### src/rtl/bitmap_chunk_allocator_macros.svh
// ----------------------------------------------------------------------------
// Bitmap chunk allocator assertion macros
// Shared concurrent assertion forms for the allocator checks.
// ----------------------------------------------------------------------------
`ifndef BITMAP_CHUNK_ALLOCATOR_MACROS_SVH
`define BITMAP_CHUNK_ALLOCATOR_MACROS_SVH

// same-cycle implication
`define BCA_ASSERT_IMPLY(label, clk, rst_n, ante, cons, msg) \
  label: assert property (@(posedge clk) disable iff (!rst_n) (ante) |-> (cons)) \
    else $error(msg);

// next-cycle implication
`define BCA_ASSERT_NEXT(label, clk, rst_n, ante, cons, msg) \
  label: assert property (@(posedge clk) disable iff (!rst_n) (ante) |=> (cons)) \
    else $error(msg);

`endif

### src/rtl/bca_pkg.sv
// ----------------------------------------------------------------------------
// Bitmap chunk allocator package
// Shared types, codes and defaults of the allocator.
// ----------------------------------------------------------------------------
package bca_pkg;

  localparam int DEF_NUM_CHUNKS  = 32;
  localparam int DEF_CHUNK_BYTES = 64;

  localparam int ADDR_W    = 32;
  localparam int CFG_IDX_W = 2;

  localparam logic [CFG_IDX_W-1:0] REG_HEAP_BASE = 2'd0;
  localparam logic [CFG_IDX_W-1:0] REG_ALLOC_EN  = 2'd1;

  typedef enum logic {
    OP_ALLOC = 1'b0,
    OP_FREE  = 1'b1
  } op_t;

  typedef enum logic [2:0] {
    ST_ALLOCATED = 3'd0,
    ST_FREED     = 3'd1,
    ST_DISABLED  = 3'd2,
    ST_FULL      = 3'd3,
    ST_BAD_ADDR  = 3'd4
  } status_t;

  typedef enum logic [1:0] {
    CS_IDLE,
    CS_DIV,
    CS_DONE
  } ctrl_state_t;

  typedef struct packed {
    logic start;
    logic finish;
    logic push;
  } bca_cmd_t;

  typedef struct packed {
    logic need_div;
    logic out_free;
  } bca_stat_t;

  function automatic int idx_width(input int n);
    return (n > 1) ? $clog2(n) : 1;
  endfunction

endpackage

### src/rtl/bca_ctrl.sv
// ----------------------------------------------------------------------------
// Bitmap chunk allocator controller
// Sequences request intake, the chunk index lookup and result hand-off.
// ----------------------------------------------------------------------------
module bca_ctrl (
  input  logic                clk,
  input  logic                rst_n,
  input  logic                in_valid,
  output logic                in_ready,
  input  bca_pkg::bca_stat_t  stat,
  output bca_pkg::bca_cmd_t   cmd
);

  bca_pkg::ctrl_state_t state_r, state_nxt;

  always_ff @(posedge clk) begin
    if (!rst_n) begin
      state_r <= bca_pkg::CS_IDLE;
    end else begin
      state_r <= state_nxt;
    end
  end

  always_comb begin
    state_nxt  = state_r;
    in_ready   = 1'b0;
    cmd        = '0;
    unique case (state_r)
      bca_pkg::CS_IDLE: begin
        in_ready = 1'b1;
        if (in_valid) begin
          cmd.start = 1'b1;
          state_nxt = stat.need_div ? bca_pkg::CS_DIV : bca_pkg::CS_DONE;
        end
      end
      bca_pkg::CS_DIV: begin
        cmd.finish = 1'b1;
        state_nxt  = bca_pkg::CS_DONE;
      end
      bca_pkg::CS_DONE: begin
        if (stat.out_free) begin
          cmd.push  = 1'b1;
          state_nxt = bca_pkg::CS_IDLE;
        end
      end
      default: begin
        state_nxt = bca_pkg::CS_IDLE;
      end
    endcase
  end

endmodule

### src/rtl/bca_dp.sv
// ----------------------------------------------------------------------------
// Bitmap chunk allocator datapath
// Bitmap, configuration registers, range check, chunk index compare and
// result regs.
// ----------------------------------------------------------------------------
module bca_dp #(
  parameter int NUM_CHUNKS  = bca_pkg::DEF_NUM_CHUNKS,
  parameter int CHUNK_BYTES = bca_pkg::DEF_CHUNK_BYTES
) (
  input  logic                             clk,
  input  logic                             rst_n,
  input  bca_pkg::bca_cmd_t                cmd,
  output bca_pkg::bca_stat_t               stat,
  input  logic                             in_operation,
  input  logic [bca_pkg::ADDR_W-1:0]       in_free_address,
  input  logic                             cfg_valid,
  input  logic [bca_pkg::CFG_IDX_W-1:0]    cfg_index,
  input  logic [bca_pkg::ADDR_W-1:0]       cfg_data,
  input  logic                             out_ready,
  output logic                             out_valid,
  output logic [2:0]                       out_status,
  output logic [bca_pkg::ADDR_W-1:0]       out_chunk_address
);

  localparam int IDX_W      = bca_pkg::idx_width(NUM_CHUNKS);
  localparam int HEAP_BYTES = NUM_CHUNKS * CHUNK_BYTES;
  localparam int OFF_W      = $clog2(HEAP_BYTES) + 1;
  localparam logic [bca_pkg::ADDR_W-1:0] HEAP_SIZE = bca_pkg::ADDR_W'(HEAP_BYTES);
  localparam logic [bca_pkg::ADDR_W-1:0] CHUNK_SIZE = bca_pkg::ADDR_W'(CHUNK_BYTES);

  logic [bca_pkg::ADDR_W-1:0] heap_base_r;
  logic                       alloc_en_r;
  logic [NUM_CHUNKS-1:0]      bm_r, bm_nxt;

  logic [OFF_W-1:0]           off_r;
  logic [NUM_CHUNKS:0]        thr_ge;
  logic [IDX_W-1:0]           free_idx;

  bca_pkg::status_t           res_status_r, res_status_nxt;
  logic [bca_pkg::ADDR_W-1:0] res_addr_r, res_addr_nxt;

  logic                       out_valid_r;
  bca_pkg::status_t           out_status_r;
  logic [bca_pkg::ADDR_W-1:0] out_addr_r;

  logic [bca_pkg::ADDR_W:0]   offset_full;
  logic                       in_range;
  logic                       is_free;
  logic                       full;
  logic                       alloc_hit;
  logic [IDX_W-1:0]           alloc_idx;
  logic [bca_pkg::ADDR_W-1:0] alloc_addr;

  always_ff @(posedge clk) begin
    if (!rst_n) begin
      heap_base_r <= '0;
      alloc_en_r  <= 1'b0;
    end else if (cfg_valid) begin
      if (cfg_index == bca_pkg::REG_HEAP_BASE) begin
        heap_base_r <= cfg_data;
      end else if (cfg_index == bca_pkg::REG_ALLOC_EN) begin
        alloc_en_r <= cfg_data[0];
      end
    end
  end

  assign offset_full = {1'b0, in_free_address} - {1'b0, heap_base_r};
  assign in_range    = !offset_full[bca_pkg::ADDR_W] &&
                       (offset_full[bca_pkg::ADDR_W-1:0] < HEAP_SIZE);
  assign is_free     = (in_operation == bca_pkg::OP_FREE);

  always_comb begin
    alloc_idx = '0;
    for (int i = NUM_CHUNKS - 1; i >= 0; i--) begin
      if (!bm_r[i]) alloc_idx = IDX_W'(i);
    end
  end

  assign full       = &bm_r;
  assign alloc_hit  = !is_free && alloc_en_r && !full;
  assign alloc_addr = heap_base_r + bca_pkg::ADDR_W'(alloc_idx) * CHUNK_SIZE;

  assign stat.need_div = is_free && (heap_base_r != '0) && in_range;
  assign stat.out_free = !out_valid_r || out_ready;

  always_ff @(posedge clk) begin
    if (cmd.start) begin
      off_r <= OFF_W'(offset_full[bca_pkg::ADDR_W-1:0]);
    end
  end

  always_comb begin
    thr_ge = '0;
    for (int k = 0; k < NUM_CHUNKS; k++) begin
      thr_ge[k] = (off_r >= OFF_W'(k * CHUNK_BYTES));
    end
  end

  always_comb begin
    free_idx = '0;
    for (int k = 0; k < NUM_CHUNKS; k++) begin
      if (thr_ge[k] && !thr_ge[k + 1]) free_idx = free_idx | IDX_W'(k);
    end
  end

  always_comb begin
    bm_nxt = bm_r;
    for (int i = 0; i < NUM_CHUNKS; i++) begin
      if (cmd.start && alloc_hit && (alloc_idx == IDX_W'(i))) bm_nxt[i] = 1'b1;
      if (cmd.finish && (free_idx == IDX_W'(i))) bm_nxt[i] = 1'b0;
    end
  end

  always_ff @(posedge clk) begin
    if (!rst_n) begin
      bm_r <= '0;
    end else begin
      bm_r <= bm_nxt;
    end
  end

  always_comb begin
    res_status_nxt = res_status_r;
    res_addr_nxt   = res_addr_r;
    if (cmd.finish) begin
      res_status_nxt = bca_pkg::ST_FREED;
      res_addr_nxt   = '0;
    end else if (cmd.start) begin
      res_addr_nxt = '0;
      if (is_free) begin
        res_status_nxt = bca_pkg::ST_BAD_ADDR;
      end else if (!alloc_en_r) begin
        res_status_nxt = bca_pkg::ST_DISABLED;
      end else if (full) begin
        res_status_nxt = bca_pkg::ST_FULL;
      end else begin
        res_status_nxt = bca_pkg::ST_ALLOCATED;
        res_addr_nxt   = alloc_addr;
      end
    end
  end

  always_ff @(posedge clk) begin
    res_status_r <= res_status_nxt;
    res_addr_r   <= res_addr_nxt;
  end

  always_ff @(posedge clk) begin
    if (!rst_n) begin
      out_valid_r <= 1'b0;
    end else if (cmd.push) begin
      out_valid_r <= 1'b1;
    end else if (out_ready) begin
      out_valid_r <= 1'b0;
    end
  end

  always_ff @(posedge clk) begin
    if (cmd.push) begin
      out_status_r <= res_status_r;
      out_addr_r   <= res_addr_r;
    end
  end

  assign out_valid         = out_valid_r;
  assign out_status        = out_status_r;
  assign out_chunk_address = out_addr_r;

endmodule

### src/rtl/bitmap_chunk_allocator.sv
// ----------------------------------------------------------------------------
// Bitmap chunk allocator
// Allocate and rejected requests: result register loaded at acceptance, then
// copied to the output register in CS_DONE; an in-range free with a nonzero
// heap base first passes CS_DIV for the chunk index compare. Next request
// accepted back in CS_IDLE once the result is loaded; a held result stalls
// the controller. Reset clears the bitmap and configuration registers at once.
// ----------------------------------------------------------------------------
`include "bitmap_chunk_allocator_macros.svh"

module bitmap_chunk_allocator #(
  parameter int NUM_CHUNKS  = bca_pkg::DEF_NUM_CHUNKS,
  parameter int CHUNK_BYTES = bca_pkg::DEF_CHUNK_BYTES
) (
  input  logic                             clk,
  input  logic                             rst_n,
  input  logic                             in_valid,
  output logic                             in_ready,
  input  logic                             in_operation,
  input  logic [bca_pkg::ADDR_W-1:0]       in_free_address,
  output logic                             out_valid,
  input  logic                             out_ready,
  output logic [2:0]                       out_status,
  output logic [bca_pkg::ADDR_W-1:0]       out_chunk_address,
  input  logic                             cfg_valid,
  output logic                             cfg_ready,
  input  logic [bca_pkg::CFG_IDX_W-1:0]    cfg_index,
  input  logic [bca_pkg::ADDR_W-1:0]       cfg_data
);

  bca_pkg::bca_cmd_t  cmd;
  bca_pkg::bca_stat_t stat;

  assign cfg_ready = 1'b1;

  bca_ctrl u_ctrl (
    .clk      (clk),
    .rst_n    (rst_n),
    .in_valid (in_valid),
    .in_ready (in_ready),
    .stat     (stat),
    .cmd      (cmd)
  );

  bca_dp #(
    .NUM_CHUNKS  (NUM_CHUNKS),
    .CHUNK_BYTES (CHUNK_BYTES)
  ) u_dp (
    .clk               (clk),
    .rst_n             (rst_n),
    .cmd               (cmd),
    .stat              (stat),
    .in_operation      (in_operation),
    .in_free_address   (in_free_address),
    .cfg_valid         (cfg_valid),
    .cfg_index         (cfg_index),
    .cfg_data          (cfg_data),
    .out_ready         (out_ready),
    .out_valid         (out_valid),
    .out_status        (out_status),
    .out_chunk_address (out_chunk_address)
  );

  `BCA_ASSERT_IMPLY(a_addr_zero, clk, rst_n, out_valid && (out_status != 3'(bca_pkg::ST_ALLOCATED)), out_chunk_address == '0, "nonzero address on non-allocate result")
  `BCA_ASSERT_NEXT(a_one_at_a_time, clk, rst_n, in_valid && in_ready, !in_ready, "request accepted while busy")
  `BCA_ASSERT_IMPLY(a_push_slot_free, clk, rst_n, cmd.push, !out_valid || out_ready, "result overwritten before taken")
  `BCA_ASSERT_IMPLY(a_no_cmd_idle, clk, rst_n, in_ready, !cmd.finish && !cmd.push, "datapath busy while idle")

endmodule

### config.mk
export PLATFORM = sky130hd
export DESIGN_NAME = bitmap_chunk_allocator
export DESIGN_NICKNAME = d
export VERILOG_FILES = /design/src/rtl/bca_pkg.sv /design/src/rtl/bca_ctrl.sv /design/src/rtl/bca_dp.sv /design/src/rtl/bitmap_chunk_allocator.sv
export VERILOG_INCLUDE_DIRS = /design/src /design/src/rtl
export SDC_FILE = /design/constraint.sdc
export NUM_CORES = 1
export LEC_CHECK = 0
export BUFFER_PORTS_ARGS = -buffer_cell sky130_fd_sc_hd__buf_2
export CAP_MARGIN = 20
export CORE_ASPECT_RATIO = 1.5
export CORE_MARGIN = 2
export CORE_UTILIZATION = 53
export DETAILED_ROUTE_END_ITERATION = 8
export PLACE_DENSITY_LB_ADDON = 0.25
export SLEW_MARGIN = 10
export SYNTH_ARGS = -nofsm -noshare
export SYNTH_HDL_FRONTEND = slang
export SYNTH_HIERARCHICAL = 1
export SYNTH_SLANG_ARGS = --single-unit
### constraint.sdc
create_clock -name clk -period 2.87 [get_ports clk]
set_input_delay 0.1435 -clock clk [delete_from_list [all_inputs] [get_ports clk]]
set_output_delay 0.1435 -clock clk [all_outputs]
set_load 0.03 [all_outputs]
Yosys cells after proc, flatten, opt, wreduce, memory -nomap -nowiden
Cells that the tools add are included.
- magnitude comparators: 32
- bitwise logic cells: 1
- equality and inequality tests: 72
- reduce and logical (&&, ||, !) cells: 177
- multiplexer cells: 124
- add/sub/neg operators: 2
- operators by type and width (kind ; number):
    32-bit two-way mux ; 19
    5-bit two-way mux ; 48
    12-bit by 11-bit >= comparator with 1-bit output (second input constant) ; 16
    5-bit == test (second input constant) ; 32
    1-bit logical AND ; 100
    12-bit by 10-bit >= comparator with 1-bit output (second input constant) ; 8
    5-bit by 4-bit == test with 1-bit output (second input constant) ; 16
    2-bit OR reduction ; 32
    3-bit two-way mux ; 17
    12-bit by 9-bit >= comparator with 1-bit output (second input constant) ; 4
    5-bit by 3-bit == test with 1-bit output (second input constant) ; 8
    1-bit zero test ; 34
    32-bit by 32-bit subtractor with 33-bit output ; 1
    32-bit by 11-bit adder with 32-bit output ; 1
    32-bit by 12-bit less-than comparator with 1-bit output (second input constant) ; 1
    4-bit two-way mux ; 8
    32-bit AND reduction ; 1
    32-bit nonzero test ; 1
    12-bit by 8-bit >= comparator with 1-bit output (second input constant) ; 2
    1-bit two-way mux ; 23
    5-bit by 2-bit == test with 1-bit output (second input constant) ; 4
    2-bit two-way mux ; 8
    12-bit by 7-bit >= comparator with 1-bit output (second input constant) ; 1
    5-bit by 1-bit == test with 1-bit output (second input constant) ; 2
    other kinds (13) ; 21
- output and inout bits: 38
- bits of input ports: 72
- flip-flop bits (word level): 150
- word-level logic and storage cells: 449

Longest topological paths before layout
- word-level depth: 47
- gate-level depth with buffers: 16

By module
Netlist, hierarchy kept.
- modules (own cells, without submodules) (module ; sequential area each (um2) ; area each (um2) ; times used ; cells an instance):
    bca_dp ; 3253.1 ; 8100.3 ; 1 ; 950
    bca_ctrl ; 40.0 ; 98.8 ; 1 ; 10
    bitmap_chunk_allocator ; 0.0 ; 11.3 ; 1 ; 2

Worst setup path before layout
Ideal clock, no wire load.
- kind: register to register
- from: register u_dp/heap_base_r[11] (netlist bit)
- to: register u_ctrl.state_r[1]
- data arrival time: 3031 ps
- data required time: 2748 ps
- stages on the path, launching flop included: 15
- setup time: 122 ps
- setup slack: -282 ps
- period minus slack after synthesis: 3152 ps
- path through: dfxtp_1 clkbuf_1 inv_1 ha_1 or2_2 nor2b_1 a311oi_1 o21ai_1 a221o_1 a21oi_1 xnor2_1 nor4_1 and4bb_1 nor2b_1 o311a_1
- RTL lines (what ; line ; RTL):
    from (decl) ; bca_dp.sv:31 ; logic [bca_pkg::ADDR_W-1:0] heap_base_r;
    from (signal assigned) ; bca_dp.sv:60 ; heap_base_r <= cfg_data;
    to (signal assigned) ; bca_ctrl.sv:18 ; state_r <= bca_pkg::CS_IDLE;
    to (signal assigned) ; bca_ctrl.sv:20 ; state_r <= state_nxt;
    to (decl) ; bca_ctrl.sv:14 ; bca_pkg::ctrl_state_t state_r, state_nxt;

==> out/results.tsv <==
metric	value	unit
initial_core_util	54.2	%
rows	55	
ys_warn_count	6	
min_path_type	input pin to flip-flop	
drt-pass1-iter-count	9	
synth.yosys.seq_area_share	40.1	%
io_buffers	108	
arrival	3410	ps
dieArea	0.0165	sq mm
cp_max_fo	3	
finalSetupViolCount	8	
status	finished with violations	
rsz0062_at_grt	yes	
setup.worst_path.end_class	flip-flop	
violations	negative setup slack	
required	3190	ps
max_slew.worst_pin.slew	867	ps
cts_tree	done	
layout_common_cells	buf_4 (167), nand2_1 (142), buf_2 (109), dfxtp_1 (88), nor2_1 (63)	
p_leak	4.50	nW
dp_hpwl	20.5	mm
track_usage	34.2	%
crit_type	flip-flop to flip-flop	
clk_path_buf_depth	2	
die_y	156	um
clockRootBuffer	clkbuf_16	
n_antenna_cell	0	
overflow	0	
dr_total_vias	8829	
drt_iter0_drc	684	
maxCapViolations	0	
synth_area_per_cell	8.53	sq um
path_clk_slew	60	ps
fmaxAchievable	0.324	GHz
final_common_cell	buf_4	
period_needed	3090	ps
synthCells	962	
vdd_drop_max	0.000417	V
grt_pass1_wl	43.4	mm
ios	110	
grt_antenna_before_repair	0	
clk_latency	430	ps
async_flop_share	0	%
wl_per_cell	20.2	um
syn_nets	1070	
pre_cts_slack	-259	ps
hold-worst-slack	6.46	ps
area.growth.synth_to_final	41.8	%
p_per_area	464	mW/mm^2
grt_pass1_vias	8592	
cts_buffers	17	
synth_flop_cell	dfxtp_1	
final_cell_area	0.0116	sq mm
grt_max_degree	45	
slew_headroom	41.6	%
ys_ff_latch	144	
setup_ws	-216	ps
antenna_left	0	
core_area	0.0151	sq mm
ys_types	86	
via_per_inst	6.05	
finalCritPeriodShare	108	%
drive_above_1_share	36.7	%
synth_edf_count	41	
fillers	1026	
die_x	106	um
maxSlewViolCount	0	
syn_area	0.00821	sq mm
placement.cell_area	0.0101	sq mm
clock_skew	11.7	ps
fin_util	76.9	%
critPathLaunchType	flip-flop	
layout.nets	1355	
finalPower	5.40	mW
cts.sinks	144	
routed_wl	29.5	mm
finalHoldViolations	0	
cts_max_level	4	
drc	0	
place.gp.congestion	0.989	
## per-layer routing
layer,wire (um),track usage (%)
met5,0,0
met4,3080,28.3
met3,1710,5.21
met2,14900,61.4
met1,9780,34.6
## where the power goes
group | total (mW) | internal [mW] | leakage, nW | switching, mW
combinational | 1.01 | 0.452 | 2.99 | 0.560
clock | 2.19 | 1.24 | 0.283 | 0.944
sequential | 2.20 | 2.16 | 1.23 | 0.0369
total | 5.40 | 3.85 | 4.50 | 1.54
## sequential cells by signal, indices dropped and copies added (netlist names)
name,cells
u_dp/off_r,6
u_dp/out_chunk_address,32
u_ctrl/state_r,2
u_dp/res_status_r,3
u_dp/res_addr_r,32
u_dp/out_valid,1
u_dp/heap_base_r,32
u_dp/bm_r,32
u_dp/out_status,3
u_dp/alloc_en_r,1
## path summary, 6_finish.rpt
kind,cells past startpoint,slack (ps),startpoint,to
min reg2reg,0,430,u_dp/res_addr_r[20],u_dp/out_chunk_address[20]
min,2,6,in_valid,u_ctrl/state_r[0]
max,13,-220,u_dp/heap_base_r[1],u_ctrl/state_r[1]
max reg2reg,13,-220,u_dp/heap_base_r[1],u_ctrl/state_r[1]
## cells in the mapped netlist (all sizes together), types with 17 or more instances
| master | n | share of area [%] |
|---|---|---|
| dfxtp | 103 | 25 |
| o221a | 17 | 2.3 |
| nand2 | 145 | 6.7 |
| ha | 35 | 5.3 |
| xnor2 | 34 | 3.6 |
| nor2 | 68 | 3.2 |
| clkbuf | 37 | 1.7 |
| edfxtp | 41 | 15 |
| o21ai | 72 | 4.4 |
| inv | 65 | 3.0 |
| nor3 | 21 | 1.3 |
| a21oi | 45 | 2.8 |
| nand3 | 21 | 1.3 |
| a21boi | 36 | 3.3 |
| nand4 | 31 | 2.4 |
## final cells by class
class / instances / area [sq um] / area share [%]
timing repair buffer: 312 / 2180 / 18.8
sequential: 144 / 3310 / 28.5
multi-input combinational: 707 / 5070 / 43.5
clock inverter: 14 / 143 / 1.23
inverter: 65 / 244 / 2.10
clock buffer: 18 / 439 / 3.77
tap: 199 / 249 / 2.14
## per-stage QoR
stage,std cells,setup TNS (ps)
2_1_floorplan,962,-39.8
3_3_place_gp,1384,-1470
3_5_place_dp,1384,-2250
4_1_cts,1449,-131
5_1_grt,1459,-2190
6_report,1459,-436
## critical path, cell delays in order (launching register included)
cell and delay [ps]:
dfxtp_2 350, inv_1 90, ha_1 300, nor2b_1 160
o31a_1 270, o21ba_4 250, a211o_1 270, a21oi_2 180
xnor2_2 110, nand2b_4 150, nor4_2 240, and4bb_1 270
nor2b_1 60, o311a_1 270
## timing repair
| action | CTS | global route |
|---|---|---|
| pin swaps | 30 | 57 |
| hold buffers | 26 | 0 |
| buffers inserted | 7 | 9 |
| setup endpoints to repair | 24 | 24 |
| gates cloned | 0 | 1 |
| resized for setup | 43 | 88 |
| hold endpoints to repair | 26 | 0 |
## cell families (layout without fill, tap and decap cells)
family | after synthesis | in the layout | synth area share (%)
AO/OA/AOI/OAI | 260 | 260 | 22.1
XOR/XNOR | 37 | 37 | 3.95
adder cells (fa/ha/maj) | 37 | 37 | 5.70
buffers and inverters | 111 | 409 | 5.49
flip-flops | 144 | 144 | 40.1
multiplexers | 7 | 7 | 0.853
other | 1 | 1 | 0.0457
AND/OR/NAND/NOR | 365 | 365 | 21.8
No activity file was read; power rests on OpenSTA's default activity.
